==> config.mk <==
export PLATFORM = sky130hd
export DESIGN_NAME = mbt_ctrl_flat
export DESIGN_NICKNAME = d
export VERILOG_FILES = /design/src/rtl/core/mbt_pkg.sv /design/src/rtl/core/mbt_query_if.sv /design/src/rtl/core/mbt_result_if.sv /design/src/rtl/core/mbt_ctrl.sv /design/src/flat_wrapper.sv
export SDC_FILE = /design/constraint.sdc
export NUM_CORES = 1
export LEC_CHECK = 0
export BUFFER_PORTS_ARGS = -buffer_cell sky130_fd_sc_hd__buf_2
export CELL_PAD_IN_SITES_DETAIL_PLACEMENT = 1
export CELL_PAD_IN_SITES_GLOBAL_PLACEMENT = 1
export CORE_UTILIZATION = 50
export DETAILED_ROUTE_END_ITERATION = 6
export GPL_TIMING_DRIVEN = 0
export PLACE_DENSITY = 0.86
export SYNTH_ARGS = -nofsm -noshare
export SYNTH_HDL_FRONTEND = slang
export SYNTH_SLANG_ARGS = --single-unit
==> constraint.sdc <==
create_clock -name clk -period 12.11 [get_ports clk]
set_clock_uncertainty 0.05 [all_clocks]
set_input_delay 2.422 -clock clk [delete_from_list [all_inputs] [get_ports clk]]
set_output_delay 2.422 -clock clk [all_outputs]
set_load 0.05 [all_outputs]
==> src/rtl/core/mbt_pkg.sv <==
`timescale 1ns / 1ps
// ----------------------------------------------------------------------------
// mbt_pkg
// Shared constants, types and helpers for the memoized binomial table.
// ----------------------------------------------------------------------------
package mbt_pkg;

  localparam int MAX_ROWS    = 32;
  localparam int STORE_DEPTH = MAX_ROWS * (MAX_ROWS + 1) / 2;
  localparam int ADDR_W      = $clog2(STORE_DEPTH);
  localparam int ROW_W       = 6;
  localparam int COEFF_W     = 31;
  localparam int PROD_W      = 2 * ROW_W + 1;

  typedef logic [ROW_W-1:0]   row_t;
  typedef logic [ADDR_W-1:0]  addr_t;
  typedef logic [COEFF_W-1:0] coeff_t;

  typedef enum logic [1:0] {
    STATUS_OK         = 2'd0,
    STATUS_BAD_COLUMN = 2'd1,
    STATUS_BAD_ROW    = 2'd2
  } status_t;

  typedef struct packed {
    logic   we;
    addr_t  waddr;
    coeff_t wdata;
    logic   re;
    addr_t  raddr;
  } mem_req_t;

  // first entry of row r: r*(r+1)/2
  function automatic addr_t row_base(input row_t r);
    logic [PROD_W-1:0] p;
    p = PROD_W'(r) * (PROD_W'(r) + PROD_W'(1));
    return ADDR_W'(p >> 1);
  endfunction

endpackage

==> src/rtl/core/mbt_query_if.sv <==
`timescale 1ns / 1ps
// ----------------------------------------------------------------------------
// mbt_query_if
// Query channel: triangle row and column of the requested coefficient.
// ----------------------------------------------------------------------------
interface mbt_query_if;
  logic             valid;
  logic             ready;
  mbt_pkg::row_t    row_index;
  mbt_pkg::row_t    column_index;

  modport source (output valid, output row_index, output column_index, input ready);
  modport sink   (input valid, input row_index, input column_index, output ready);
endinterface

==> src/rtl/core/mbt_result_if.sv <==
`timescale 1ns / 1ps
// ----------------------------------------------------------------------------
// mbt_result_if
// Result channel: binomial coefficient and status code.
// ----------------------------------------------------------------------------
interface mbt_result_if;
  logic             valid;
  logic             ready;
  mbt_pkg::coeff_t  coefficient;
  logic [1:0]       status;

  modport source (output valid, output coefficient, output status, input ready);
  modport sink   (input valid, input coefficient, input status, output ready);
endinterface

==> src/rtl/core/mbt_ctrl.sv <==
`timescale 1ns / 1ps
// ----------------------------------------------------------------------------
// mbt_ctrl
// Query sequencer: fills missing triangle rows through the store, then reads
// the requested entry and holds the result in an output register.
// ----------------------------------------------------------------------------
module mbt_ctrl (
  input  logic              clk,
  input  logic              rst,
  mbt_query_if.sink         query,
  mbt_result_if.source      result,
  output mbt_pkg::mem_req_t mem_req,
  input  mbt_pkg::coeff_t   rd_data
);
  import mbt_pkg::*;

  typedef enum logic [1:0] {
    S_IDLE,
    S_FILL,
    S_RESP
  } state_t;

  state_t  state;
  row_t    req_n;
  row_t    req_k;
  status_t req_status;
  logic    use_mem;
  row_t    rows_filled;
  row_t    fill_row;
  row_t    step;
  coeff_t  hold;
  logic    fwd_hit;
  coeff_t  fwd_data;
  logic    out_valid;
  coeff_t  out_coeff;
  status_t out_status;

  logic    accept;
  logic    in_range;
  logic    in_hit;
  logic    last_step;
  logic    out_load;
  addr_t   fill_base;
  coeff_t  fill_value;
  row_t    next_row;

  assign accept    = query.valid && query.ready;
  assign in_range  = query.row_index < ROW_W'(MAX_ROWS);
  assign in_hit    = in_range && (rows_filled > query.row_index);
  assign fill_base = row_base(fill_row);
  assign next_row  = ROW_W'(fill_row + ROW_W'(1));
  // row 0 ends at step 0; row r > 0 ends at step r+1 (writes lag reads)
  assign last_step = (fill_row == '0) ? (step == '0) : (step == next_row);
  assign out_load  = (state == S_RESP) && (!out_valid || result.ready);

  // edge entries are 1, inner ones the sum of the two entries above
  always_comb begin
    if (fill_row == '0 || step == ROW_W'(1) || step == next_row) begin
      fill_value = COEFF_W'(1);
    end else begin
      fill_value = COEFF_W'({1'b0, hold} + {1'b0, rd_data});
    end
  end

  always_comb begin
    mem_req = '0;
    case (state)
      S_IDLE: begin
        if (accept && in_hit && query.column_index <= query.row_index) begin
          mem_req.re    = 1'b1;
          mem_req.raddr = ADDR_W'(row_base(query.row_index) + ADDR_W'(query.column_index));
        end
      end
      S_FILL: begin
        if (fill_row == '0) begin
          mem_req.we    = 1'b1;
          mem_req.waddr = '0;
          mem_req.wdata = fill_value;
        end else begin
          if (step != '0) begin
            mem_req.we    = 1'b1;
            mem_req.waddr = ADDR_W'(fill_base + ADDR_W'(step) - ADDR_W'(1));
            mem_req.wdata = fill_value;
          end
          if (step < fill_row) begin
            mem_req.re    = 1'b1;
            mem_req.raddr = ADDR_W'(fill_base - ADDR_W'(fill_row) + ADDR_W'(step));
          end
        end
        if (last_step && !(fill_row < req_n) && req_k <= req_n) begin
          mem_req.re    = 1'b1;
          mem_req.raddr = ADDR_W'(row_base(req_n) + ADDR_W'(req_k));
        end
      end
      default: ;
    endcase
  end

  always_ff @(posedge clk) begin
    if (rst) begin
      state       <= S_IDLE;
      rows_filled <= '0;
      out_valid   <= 1'b0;
    end else begin
      // read data stays put in S_RESP: no reads are issued while waiting
      if (out_load) begin
        out_valid  <= 1'b1;
        out_coeff  <= use_mem ? (fwd_hit ? fwd_data : rd_data) : '0;
        out_status <= req_status;
      end else if (out_valid && result.ready) begin
        out_valid <= 1'b0;
      end
      case (state)
        S_IDLE: begin
          if (accept) begin
            req_n <= query.row_index;
            req_k <= query.column_index;
            if (!in_range) begin
              req_status <= STATUS_BAD_ROW;
              use_mem    <= 1'b0;
              state      <= S_RESP;
            end else if (!in_hit) begin
              fill_row <= rows_filled;
              step     <= '0;
              state    <= S_FILL;
            end else if (query.column_index > query.row_index) begin
              req_status <= STATUS_BAD_COLUMN;
              use_mem    <= 1'b0;
              state      <= S_RESP;
            end else begin
              req_status <= STATUS_OK;
              use_mem    <= 1'b1;
              fwd_hit    <= 1'b0;
              state      <= S_RESP;
            end
          end
        end
        S_FILL: begin
          if (step != '0 && step <= fill_row) begin
            hold <= rd_data;
          end
          if (last_step) begin
            rows_filled <= next_row;
            step        <= '0;
            if (fill_row < req_n) begin
              fill_row <= next_row;
            end else if (req_k > req_n) begin
              req_status <= STATUS_BAD_COLUMN;
              use_mem    <= 1'b0;
              state      <= S_RESP;
            end else begin
              req_status <= STATUS_OK;
              use_mem    <= 1'b1;
              // last entry of the row is written in the cycle it is read
              fwd_hit    <= (req_k == req_n);
              fwd_data   <= fill_value;
              state      <= S_RESP;
            end
          end else begin
            step <= ROW_W'(step + ROW_W'(1));
          end
        end
        S_RESP: begin
          if (out_load) begin
            state <= S_IDLE;
          end
        end
        default: state <= S_IDLE;
      endcase
    end
  end

  assign query.ready        = (state == S_IDLE);
  assign result.valid       = out_valid;
  assign result.coefficient = out_coeff;
  assign result.status      = out_status;

endmodule

==> src/flat_wrapper.sv <==
// flat-port wrapper written by rule: the top's interface ports become plain ports
module mbt_ctrl_flat import mbt_pkg::*;
  (clk, rst, mem_req, rd_data, query_valid, query_row_index, query_column_index, query_ready, result_valid, result_coefficient, result_status, result_ready);
  mbt_query_if query_i ();
  mbt_result_if result_i ();
  input  logic clk;
  input  logic rst;
  output mbt_pkg::mem_req_t mem_req;
  input  mbt_pkg::coeff_t rd_data;
  input wire logic [$bits(query_i.valid)-1:0] query_valid;
  input wire logic [$bits(query_i.row_index)-1:0] query_row_index;
  input wire logic [$bits(query_i.column_index)-1:0] query_column_index;
  output wire logic [$bits(query_i.ready)-1:0] query_ready;
  output wire logic [$bits(result_i.valid)-1:0] result_valid;
  output wire logic [$bits(result_i.coefficient)-1:0] result_coefficient;
  output wire logic [$bits(result_i.status)-1:0] result_status;
  input wire logic [$bits(result_i.ready)-1:0] result_ready;
  assign query_i.valid = query_valid;
  assign query_i.row_index = query_row_index;
  assign query_i.column_index = query_column_index;
  assign query_ready = query_i.ready;
  assign result_valid = result_i.valid;
  assign result_coefficient = result_i.coefficient;
  assign result_status = result_i.status;
  assign result_i.ready = result_ready;
  mbt_ctrl u_core (.clk(clk), .rst(rst), .query(query_i), .result(result_i), .mem_req(mem_req), .rd_data(rd_data));
endmodule
# Yosys cells after proc, flatten, opt, wreduce, memory -nomap -nowiden
# Cells that the tools add are included.
[totals]
out_inout_bits = 88
register_bits = 132
[op_classes]
muxes = 55
addsub = 12
eq_ne = 16
magnitude_cmp = 9
multipliers = 3
reduce_logical = 30
n_bitwise = 3
[ops]
columns = ["cell", "count"]
rows = [
  ["42-bit two-way mux", 3],
  ["31-bit two-way mux", 2],
  ["6-bit two-way mux", 9],
  ["11-bit two-way mux", 4],
  ["10-bit by 6-bit adder with 10-bit output", 4],
  ["6-bit by 13-bit multiplier with 11-bit output", 3],
  ["31-bit adder", 1],
  ["6-bit case mux with 2 select lines", 2],
  ["2-bit two-way mux", 11],
  ["11-bit case mux with 2 select lines", 1],
  ["6-bit by 1-bit adder with 7-bit output, second input constant", 3],
  ["1-bit two-way mux", 19],
  ["6-bit > comparator", 3],
  ["6-bit <= comparator", 3],
  ["2-bit inequality test, second input constant", 7],
  ["6-bit by 1-bit adder with 6-bit output, second input constant", 2],
  ["6-bit == test", 2],
  ["6-bit zero test", 2],
  ["6-bit < comparator", 2],
  ["5-bit AND reduction", 2],
  ["10-bit by 1-bit subtractor with 10-bit output, second input constant", 1],
  ["10-bit by 6-bit subtractor with 10-bit output", 1],
  ["1-bit logical AND", 9],
  ["9-bit AND reduction", 1],
  ["20 further kinds", 31],
]

# Longest topological paths before layout
[depth]
word_depth = 8
mapped_depth = 24

# Worst setup path before layout
# Ideal clock, no wire load.
[synth_path]
path_type = "input port to output port"
start = "input port query_row_index[0]"
end = "output port mem_req[9] in the netlist's numbering"
path_stages = 19
slack_ns = 2.429
arrival_ns = 7.209
path_cell_list = "clkbuf_1 > inv_1 > ha_1 > inv_1 > nand2_1 > fa_1 > fa_1 > fa_1 > inv_1 > ha_1 > a21oi_1 > xnor2_1 > ha_1 > or3_1 > o2111ai_1 > nor3_1 > xnor2_1 > xnor2_1 > o2bb2ai_1"
[synth_lines]
columns = ["item", "line_no", "source"]
rows = [
  ["start, declared", "flat_wrapper.sv:11", "input wire logic [$bits(query_i.row_index)-1:0] query_row_index;"],
  ["end, declared", "flat_wrapper.sv:8", "output mbt_pkg::mem_req_t mem_req;"],
]

==> results.json <==
{
  "clock_sinks": 132,
  "cts_tree": "yes",
  "cts_made_buffers": 17,
  "hold_viol": 0,
  "synth_compound_area_share_pct": 12.44,
  "rows": 58,
  "final_nets": 1814,
  "nFillCells": 2988,
  "irDropWorstVdd_v": 0.0001189,
  "grt_pass1_vias": 12039,
  "dp_hpwl_um": 30840,
  "multi_input_area_um2": 8436,
  "cp_slowest_cell": "fa_1",
  "crit_arrival_ns": 7.93,
  "synth_top_family_by_area": "adder cells",
  "cts_resized": 0,
  "avgSynthCellArea_um2": 9.522,
  "end_kind": "primary output",
  "grt_pass1_wl_um": 65470,
  "ios": 135,
  "initial_core_util_pct": 51.40,
  "vias_per_cell": 6.014,
  "synth_common_cells": "ha_1, inv_1, nor2_1",
  "drt_iter0_drc": 851,
  "power_frac_clock_pct": 22.9,
  "grt_usage_pct": 31.97,
  "pwr-share-comb_pct": 55.9,
  "worst_pin_slew_ns": 0.9401,
  "synth.distinct_cells": 76,
  "max_freq_mhz": 96.11,
  "synth.area.mux_share_pct": 2.684,
  "slew_headroom_pct": 37.20,
  "cp-start-kind": "input pin",
  "crit_path_cell_trace": "buf_2 -> clkbuf_1 -> nand2_1 -> ha_1 -> nand2b_1 -> fa_1 -> inv_1 -> ha_1 -> inv_1 -> fa_1 -> fa_1 -> inv_1 -> ha_1 -> o21ai_0 -> a21boi_0 -> o21a_1 -> nor2_1 -> nor3b_1 -> xor2_1 -> o22ai_1 -> buf_2",
  "routed_wl_um": 41480,
  "drv_slew": 0,
  "synth-edff-count": 123,
  "die_w_um": 163.6,
  "drive_above_1_share_pct": 14.02,
  "crit_buf_inv": 6,
  "netlist_instances": 1371,
  "grt_overflow": 0,
  "cap_violations": 0,
  "vias": 11307,
  "total_leakage_power_nw": 6.650,
  "die-area_um2": 26760,
  "first_pass_iters": 6,
  "yosysTopAreaCellShare_pct": 28.29,
  "p_int_mw": 1.396,
  "synthArstFlopShare_pct": 0,
  "die_h_um": 163.6,
  "path_max_fanout": 9,
  "synth_adder_area_share_pct": 26.03,
  "postCtsSetupBuffers": 0,
  "fin_util_pct": 58.63,
  "synth_flop_cell": "edfxtp_1",
  "cts-root-buf": "clkbuf_16",
  "synthSimpleGateAreaFrac_pct": 17.24,
  "post-route-min-period_ns": 10.40,
  "clkLatencyLatePin_ns": 0.45,
  "fin_tns_setup_ns": 0,
  "grt_max_degree": 17,
  "rsz0062_at_grt": "false",
  "area_growth_pct": 14.07,
  "cts_hold_buf": 0,
  "criticalPathCategory": "in2out",
  "p_switching_mw": 1.080,
  "worst_path_largest_cell_delay_ns": 0.56,
  "ff2ff_setup_slack_ns": 7.59,
  "antenna_found_initial": 1,
  "yosysTopAreaCell": "edfxtp_1",
  "synth-seq-cells": 132,
  "setup-violations-final": 0,
  "cts_max_level": 4,
  "final-seq-area_um2": 3874,
  "yosysMostFrequentCell": "ha_1",
  "p_sw_share_pct": 43.63,
  "wl_per_cell_um": 22.07,
  "power_frac_seq_pct": 21.2,
  "drcViolationCount": 0,
  "clkTransAtPathRegs_ns": 0.06,
  "synth_xor_area_share_pct": 6.038,
  "fin_crit_sh_pct": 85.92,
  "ant_nets": 0,
  "core_um2": 25400,
  "outcome": "completed",
  "synthTopCellsByArea": "edfxtp_1, ha_1, fa_1",
  "cts_buffer_depth": 2,
  "ys_warn_count": 0,
  "portBuffers": 133,
  "hold_path.class": "reg2reg",
  "synthesis.nets": 1650,
  "synth_area_um2": 13060,
  "critPathTopFamily": "adder cells",
  "p_per_area_nw_per_um2": 166.3,
  "gp_congestion": 0.9007,
  "ys_seq_area_share_pct": 29.67,
  "worstPathRequired_ns": 9.64
}
path summary, 6_finish.rpt:
kind,startpoint,end,depth (start not counted)
max,query_row_index[0],mem_req[8],21
min,u_core.req_status[1],u_core.result.status[1],0
max reg2reg,u_core.fill_row[0],u_core.fwd_data[0],13
min reg2reg,u_core.req_status[1],u_core.result.status[1],0
metal layers:
layer,track usage (%),part of all wire (%),vias up
li1,-,-,5114
met1,39.21,41,5644
met2,55.64,50,427
met3,4.850,5.6,122
met4,13.51,3.7,0
met5,0,0,-
state kept, by name, indices dropped and copies added (netlist names):
name,flops
u_core.fwd_hit,1
u_core.rows_filled,6
u_core.result.coefficient,31
u_core.req_status,2
u_core.state,2
u_core.fwd_data,31
u_core.step,6
u_core.hold,31
u_core.result.status,2
u_core.req_k,6
u_core.fill_row,6
u_core.use_mem,1
u_core.result.valid,1
u_core.req_n,6
cell type report:
type	instances	area share (%)
Clock inverter	15	1.294
Clock buffer	17	2.857
Timing Repair Buffer	145	5.218
Inverter	155	3.907
Multi-Input combinational cell	1039	56.65
Tap cell	330	2.773
Antenna cell	2	0.03361
Sequential cell	132	26.01
Buffer	45	1.260
cells in the final DEF, fill, tap and decap left out, types with 6 or more instances in the layout:
cell and n:
buf_2 143, mux2i_1 35, xor2_1 23, fa_1 66
nand2_1 67, nand4_1 11, o21a_1 13, a21o_1 18
clkbuf_16 17, edfxtp_1 123, a31oi_1 7, dfxtp_1 9
nand2b_1 40, nor4_1 6, or2_2 7, o21ai_0 38
clkbuf_1 29, inv_1 155, o211ai_1 6, a211oi_1 16
nor2_1 141, o22ai_1 11, a21oi_1 54, nor2b_1 53
buf_4 6, xnor2_1 67, nor3_1 30, nand3_1 28
ha_1 166, o21bai_1 13, and3_1 22, and2_1 20
worst reg2reg max path, delay by kind of cell (launching register included):
| kind | cells | cell delay (ns) |
|---|---|---|
| flops | 1 | 0.49 |
| buf+inv | 6 | 1.62 |
| compound gates | 2 | 0.40 |
| simple gates | 3 | 1.01 |
| fa+ha+maj | 1 | 0.49 |
| xor+xnor | 1 | 0.20 |
power groups by stage:
stage	Combinational, mW	Sequential (mW)	Clock [mW]
2_1_floorplan	1.03	0.542	0
3_3_place_gp	1.30	0.536	0
3_5_place_dp	1.37	0.535	0
4_1_cts	1.39	0.526	0.564
5_1_grt	1.52	0.527	0.579
6_report	1.38	0.526	0.567
kinds of logic after synthesis:
kind of cell,Yosys count
AND/OR/NAND/NOR,449
AO/OA/AOI/OAI,233
adder cells (fa/ha/maj),232
buffers and inverters,200
flip-flops,132
XOR/XNOR,90
multiplexers,35
metrics by stage:
stage	power (mW)	hold slack, ns	cells	setup WS (ns)	area [µm²]
5_1_grt	2.628	0.3700	1879	1.466	14890
2_1_floorplan	1.569	0.3503	1371	2.429	13060
6_report	2.476	0.3704	1880	1.706	14890
3_5_place_dp	1.900	0.3574	1846	1.881	14270
3_3_place_gp	1.834	0.3562	1834	0.4787	14130
4_1_cts	2.477	0.3700	1878	1.793	14890
(Power assumes the default switching activity.)
